===== config.mk =====
export PLATFORM = sky130hd
export DESIGN_NAME = next_fit_slot_allocator_unit
export DESIGN_NICKNAME = d
export VERILOG_FILES = /design/src/nfsa_pkg.sv /design/src/next_fit_slot_allocator_unit.sv /design/src/nfsa_step_unit.sv /design/src/nfsa_ctrl.sv
export SDC_FILE = /design/constraint.sdc
export NUM_CORES = 1
export LEC_CHECK = 0
export BUFFER_PORTS_ARGS = -buffer_cell sky130_fd_sc_hd__buf_4
export CAP_MARGIN = 20
export CORE_MARGIN = 10
export CORE_UTILIZATION = 30
export CTS_BUF_LIST = sky130_fd_sc_hd__clkbuf_4 sky130_fd_sc_hd__clkbuf_8
export DETAILED_ROUTE_END_ITERATION = 8
export PLACE_DENSITY_LB_ADDON = 0.3
export SLEW_MARGIN = 20
export SYNTH_ARGS = -nofsm -noshare
export SYNTH_HDL_FRONTEND = slang
export SYNTH_SLANG_ARGS = --single-unit
export TNS_END_PERCENT = 50

===== constraint.sdc =====
create_clock -name clk -period 7.05 [get_ports clk]
set_clock_uncertainty 0.2 [all_clocks]
set_input_delay 0.705 -clock clk [delete_from_list [all_inputs] [get_ports clk]]
set_output_delay 0.705 -clock clk [all_outputs]
set_load 0.1 [all_outputs]

===== src/nfsa_pkg.sv =====
// Package for the next-fit slot allocator.
// Holds sizes, action codes and the step unit's operation and result types.
// No dependencies.
package nfsa_pkg;

	localparam int SLOTS = 16;
	localparam int IDX_W = 4;
	localparam int CNT_W = 5;

	localparam logic [CNT_W-1:0] ACTIVE_RESET = CNT_W'(SLOTS);

	localparam logic ACTION_ALLOC   = 1'b0;
	localparam logic ACTION_RELEASE = 1'b1;

	typedef enum logic {
		OP_WRAP,
		OP_ADVANCE
	} step_op_t;

	typedef struct packed {
		logic             ge;
		logic [IDX_W-1:0] value;
	} step_res_t;

endpackage


===== src/next_fit_slot_allocator_unit.sv =====
// Top level of the next-fit slot allocator: active count register and sequencer.
// Depends on nfsa_pkg and nfsa_ctrl.
//
// A release presents its result word in the cycle after acceptance. An allocate first checks
// the start position and reduces it by the count while it is stale (up to 15 reductions after
// the count has shrunk), then probes slots with the shared step unit, up to the active count
// (at most 16 probes); its result word appears in the cycle after the last probe.
// The block takes one word at a time and holds its input stalled until the result word has
// been taken; it accepts the next word in the cycle after that. The active count is clamped to 1..16.
module next_fit_slot_allocator_unit import nfsa_pkg::*; (
	input  logic             clk,
	input  logic             arst_n,
	input  logic             cfg_wr_en,
	input  logic [CNT_W-1:0] cfg_wr_data,
	input  logic             in_valid,
	output logic             in_stall,
	input  logic             action,
	input  logic [IDX_W-1:0] slot_index,
	output logic             out_valid,
	input  logic             out_stall,
	output logic             ok,
	output logic [IDX_W-1:0] granted_slot
);

	logic [CNT_W-1:0] active_slots_q;
	logic [CNT_W-1:0] count;

	always_ff @(posedge clk or negedge arst_n) begin
		if (!arst_n) begin
			active_slots_q <= ACTIVE_RESET;
		end else if (cfg_wr_en) begin
			active_slots_q <= cfg_wr_data;
		end
	end

	always_comb begin
		if (active_slots_q == '0) begin
			count = CNT_W'(1);
		end else if (active_slots_q > CNT_W'(SLOTS)) begin
			count = CNT_W'(SLOTS);
		end else begin
			count = active_slots_q;
		end
	end

	nfsa_ctrl u_ctrl (
		.clk          (clk),
		.arst_n       (arst_n),
		.count        (count),
		.in_valid     (in_valid),
		.in_stall     (in_stall),
		.action       (action),
		.slot_index   (slot_index),
		.out_valid    (out_valid),
		.out_stall    (out_stall),
		.ok           (ok),
		.granted_slot (granted_slot)
	);

endmodule


===== src/nfsa_step_unit.sv =====
// Shared step unit of the next-fit slot allocator.
// Reduces a stale position by the count, or advances a position with wrap.
// Depends on nfsa_pkg.
module nfsa_step_unit import nfsa_pkg::*; (
	input  step_op_t         op,
	input  logic [IDX_W-1:0] pos,
	input  logic [CNT_W-1:0] count,
	output step_res_t        res
);

	logic [CNT_W-1:0] pos_ext;
	logic [CNT_W-1:0] diff;
	logic [CNT_W-1:0] incr;

	assign pos_ext = {1'b0, pos};
	assign diff    = pos_ext - count;
	assign incr    = pos_ext + CNT_W'(1);

	always_comb begin
		res.ge = (pos_ext >= count);
		case (op)
			OP_WRAP: begin
				res.value = res.ge ? diff[IDX_W-1:0] : pos;
			end
			OP_ADVANCE: begin
				res.value = (incr == count) ? '0 : incr[IDX_W-1:0];
			end
			default: begin
				res.value = pos;
			end
		endcase
	end

endmodule


===== src/nfsa_ctrl.sv =====
// Sequencer of the next-fit slot allocator.
// Holds the free map, the last granted slot, the search state and the result word.
// Depends on nfsa_pkg and nfsa_step_unit.
module nfsa_ctrl import nfsa_pkg::*; (
	input  logic             clk,
	input  logic             arst_n,
	input  logic [CNT_W-1:0] count,
	input  logic             in_valid,
	output logic             in_stall,
	input  logic             action,
	input  logic [IDX_W-1:0] slot_index,
	output logic             out_valid,
	input  logic             out_stall,
	output logic             ok,
	output logic [IDX_W-1:0] granted_slot
);

	typedef enum logic [1:0] {
		ST_IDLE,
		ST_WRAP,
		ST_SEARCH,
		ST_DONE
	} state_t;

	state_t           state_q;
	logic [SLOTS-1:0] free_map_q;
	logic [IDX_W-1:0] last_given_q;
	logic [IDX_W-1:0] pos_q;
	logic [CNT_W-1:0] probes_q;
	logic             out_valid_q;
	logic             ok_q;
	logic [IDX_W-1:0] granted_q;

	step_op_t         op;
	step_res_t        res;
	logic             accept;

	assign op       = (state_q == ST_WRAP) ? OP_WRAP : OP_ADVANCE;
	assign in_stall = (state_q != ST_IDLE);
	assign accept   = in_valid && !in_stall;

	assign out_valid    = out_valid_q;
	assign ok           = ok_q;
	assign granted_slot = granted_q;

	nfsa_step_unit u_step (
		.op    (op),
		.pos   (pos_q),
		.count (count),
		.res   (res)
	);

	always_ff @(posedge clk or negedge arst_n) begin
		if (!arst_n) begin
			state_q      <= ST_IDLE;
			free_map_q   <= '1;
			last_given_q <= '0;
			pos_q        <= '0;
			probes_q     <= '0;
			out_valid_q  <= 1'b0;
			ok_q         <= 1'b0;
			granted_q    <= '0;
		end else begin
			case (state_q)
				ST_IDLE: begin
					if (accept) begin
						if (action == ACTION_RELEASE) begin
							granted_q   <= '0;
							out_valid_q <= 1'b1;
							state_q     <= ST_DONE;
							if ({1'b0, slot_index} < count) begin
								free_map_q[slot_index] <= 1'b1;
								ok_q                   <= 1'b1;
							end else begin
								ok_q <= 1'b0;
							end
						end else begin
							pos_q    <= last_given_q;
							probes_q <= '0;
							state_q  <= ST_WRAP;
						end
					end
				end
				ST_WRAP: begin
					// reduce a stale start position below the count
					pos_q <= res.value;
					if (!res.ge) begin
						state_q <= ST_SEARCH;
					end
				end
				ST_SEARCH: begin
					pos_q <= res.value;
					if (free_map_q[res.value]) begin
						free_map_q[res.value] <= 1'b0;
						last_given_q          <= res.value;
						ok_q                  <= 1'b1;
						granted_q             <= res.value;
						out_valid_q           <= 1'b1;
						state_q               <= ST_DONE;
					end else if (probes_q == count - CNT_W'(1)) begin
						ok_q        <= 1'b0;
						granted_q   <= '0;
						out_valid_q <= 1'b1;
						state_q     <= ST_DONE;
					end else begin
						probes_q <= probes_q + CNT_W'(1);
					end
				end
				ST_DONE: begin
					// hold the result word until taken
					if (!out_stall) begin
						out_valid_q <= 1'b0;
						state_q     <= ST_IDLE;
					end
				end
				default: begin
					state_q <= ST_IDLE;
				end
			endcase
		end
	end

endmodule

==> impl_metrics.toml <==
[sta]
setup_violations = 0
hold_viol = 0
fin_crit_sh_pct = 62.9
period_minus_slack_ps = 4440
tightest_slew_ps = 1110
rsz0062_at_grt = "false"
whs_ps = 193
slew_violations = 0
relSlewSlack_pct = 25.1
fmax_ghz = 0.225
final.setup.tns_ps = 0
worst_slack_ps = 2610

[global_routing]
grt_pass1_wl_um = 13000
grt_start_max_net_pins = 43
grtUsageTotal_pct = 10.9
grt_pass1_vias = 2476
grt_overflow = 0
antenna_found_initial = 0

[floorplan]
core-area_mm2 = 0.00968
die_area_mm2 = 0.0142
die-height_um = 119
ios = 22
fp-row-count = 36
die_width_um = 119
start_util_pct = 30.5

[cts]
clk_pin_slew_ps = 90
cts_setup_buffers = 0
cts_hold_buf = 0
numCtsBuffers = 5
tritoncts = "done"
clock_latency_ps = 300
ctsResizeCount = 0
clk_path_buf_depth = 2
clock_sinks = 42
h-tree-depth = 2
root_buffer = "clkbuf_8"

[synth]
yosys_most_used_dff = "dfrtp_1"
yosys.area_share.simple_pct = 21.2
synth_xor_area_share_pct = 3.47
syn_inst = 312
yosys-mux-area-fraction_pct = 6.94
yosys_warnings = 0
synth_compound_area_share_pct = 21.8
synthesis.area_mm2 = 0.00296
avgSynthCellArea_um2 = 9.48
synth-edff-count = 0
async_flop_share_pct = 100
synth_nets = 342
synth_adder_area_share_pct = 6.60
ys_seq_elements = 42
ys_seq_area_share_pct = 36.3
synth_top_family_by_area = "compound AO/OA/AOI/OAI gates"
ys_types = 71

[setup_path]
crit_family = "compound AO/OA/AOI/OAI gates"
cpPeakStageDelay_ps = 470
path_buf_inv = 1
path_cells = "nor2b_1 -> inv_1 -> ha_1 -> a211oi_2 -> nand2_1 -> a221o_1 -> a21oi_4 -> mux2i_1 -> a22oi_2 -> and4_4 -> nor3_4 -> a21oi_1 -> mux2_1"
crit_path_end_kind = "flip-flop"
start_kind = "flip-flop"
critPathMaxFanout = 15
critPathKind = "reg -> reg"
arrival_ps = 4420
slowest_stage = "a21oi_4"
worstPathRequired_ps = 7040

[placement]
port_buffers = 21
gp_congestion = 0.848
place_ws_ps = 2570
hpwl_um = 5760
dp_cells = 458

[finish]
stdcell_count = 467
antenna_cells = 0
area_delta_synth_final_pct = 13.4
layout.nets = 363
drive_above_1_share_pct = 22.2

[job]
cap_violations = 0

[route]
firstDrtPassIters = 4
drtAntennaViolNets = 0
drt_wl_total_um = 7550
dr_total_vias = 2434
drcViolationCount = 0
routedWlPerCell_um = 16.2
vias_per_cell = 5.21
drt_iter0_drc = 177

[status]
outcome = "finished clean"

[hold_path]
hold_path.class = "in -> async"
-- final cells by class --
| class | instances | area (um^2) |
|---|---|---|
| inverters | 15 | 56.3 |
| well taps | 133 | 166 |
| multi-input cells | 246 | 1770 |
| repair buffers | 23 | 170 |
| fillers | 989 | 6330 |
| clock buffers | 6 | 76.3 |
| flip-flops and latches | 42 | 1070 |
| clock inverters | 2 | 37.5 |
-- Yosys cell counts (6+ instances only) --
master / instances / area, um^2
nor2_1: 29 / 109
dfrtp_1: 25 / 626
o21ai_0: 22 / 110
nand2_1: 21 / 78.8
dfstp_2: 17 / 447
inv_1: 15 / 56.3
ha_1: 14 / 175
nand3_1: 14 / 70.1
o22a_1: 13 / 114
mux2i_1: 10 / 100
a21oi_1: 8 / 40.0
mux2_2: 6 / 67.6
nand2b_1: 6 / 37.5
o21ai_1: 6 / 30.0
-- registers in the layout, indices dropped and copies added (netlist names) --
register             count
u_ctrl.probes_q          5
u_ctrl.free_map_q       16
u_ctrl.granted_slot      4
u_ctrl.out_valid         1
u_ctrl.pos_q             4
u_ctrl.state_q           2
active_slots_q           5
u_ctrl.ok                1
u_ctrl.last_given_q      4
-- cells by family (layout without fill, tap and decap cells) --
group / count (synthesis) / after routing
mux: 19 / 19
compound gates: 89 / 89
simple gates: 113 / 113
buf+inv: 24 / 46
fa+ha+maj: 15 / 15
flops: 42 / 42
xor+xnor: 10 / 10
-- worst register-to-register path, delay by kind of cell (launching register included) --
kind                     cells  cell delay (ps)
buffers and inverters        1              140
adder cells (fa/ha/maj)      1              390
AND/OR/NAND/NOR              4             1050
flip-flops                   1              440
multiplexers                 2              730
AO/OA/AOI/OAI                5             1380
-- path summary, 6_finish.rpt --
kind | endpoint | slack, ps | cells past startpoint | startpoint
setup / recovery | u_ctrl.state_q[1]$_DFFE_PN0P_ | 2610 | 13 | active_slots_q[2]$_DFFE_PN0P_
hold / removal | u_ctrl.probes_q[3]$_DFFE_PN0P_ | 190 | 1 | arst_n
setup reg to reg | u_ctrl.state_q[1]$_DFFE_PN0P_ | 2610 | 13 | active_slots_q[2]$_DFFE_PN0P_
hold reg to reg | u_ctrl.free_map_q[13]$_DFFE_PN1P_ | 300 | 2 | u_ctrl.free_map_q[13]$_DFFE_PN1P_
max in group asynchronous | u_ctrl.free_map_q[0]$_DFFE_PN1P_ | 6070 | 1 | arst_n
min in group clk | u_ctrl.free_map_q[13]$_DFFE_PN1P_ | 300 | 2 | u_ctrl.free_map_q[13]$_DFFE_PN1P_
-- per-stage QoR --
stage	util, %	cell area, um^2
5_1_grt	34.6	3350
3_5_place_dp	33.4	3230
6_report	34.6	3350
3_3_place_gp	33.4	3230
4_1_cts	34.6	3350
2_1_floorplan	-	2960
-- cells in the final DEF (no fill, tap or decap), drive strengths merged, types with 3 or more instances in the layout --
| cell | instances |
|---|---|
| nor2 | 29 |
| o21ai | 28 |
| dfrtp | 25 |
| buf | 23 |
| nand2 | 21 |
| dfstp | 17 |
| inv | 15 |
| nand3 | 15 |
| ha | 14 |
| o22a | 13 |
| mux2i | 10 |
| a21oi | 10 |
| mux2 | 9 |
| nand2b | 6 |
| nor3 | 6 |
| clkbuf | 6 |
| nor2b | 6 |
| nand3b | 5 |
| or3 | 5 |
| xnor2 | 5 |
| a22oi | 5 |
| o22ai | 4 |
| xor2 | 4 |
| o21a | 3 |
| a221o | 3 |
| nand4 | 3 |
| a31oi | 3 |
| or4 | 3 |
-- routing by layer --
| layer | wire length (um) | track usage, % |
|---|---|---|
| met5 | 0 | 0 |
| met4 | 50 | 1.60 |
| met3 | 319 | 2.27 |
| met2 | 3550 | 17.5 |
| met1 | 3630 | 15.1 |
Power is left out: the tool's default activity adds up to more than one toggle a clock period on the data nets, which glitch-free logic cannot reach.
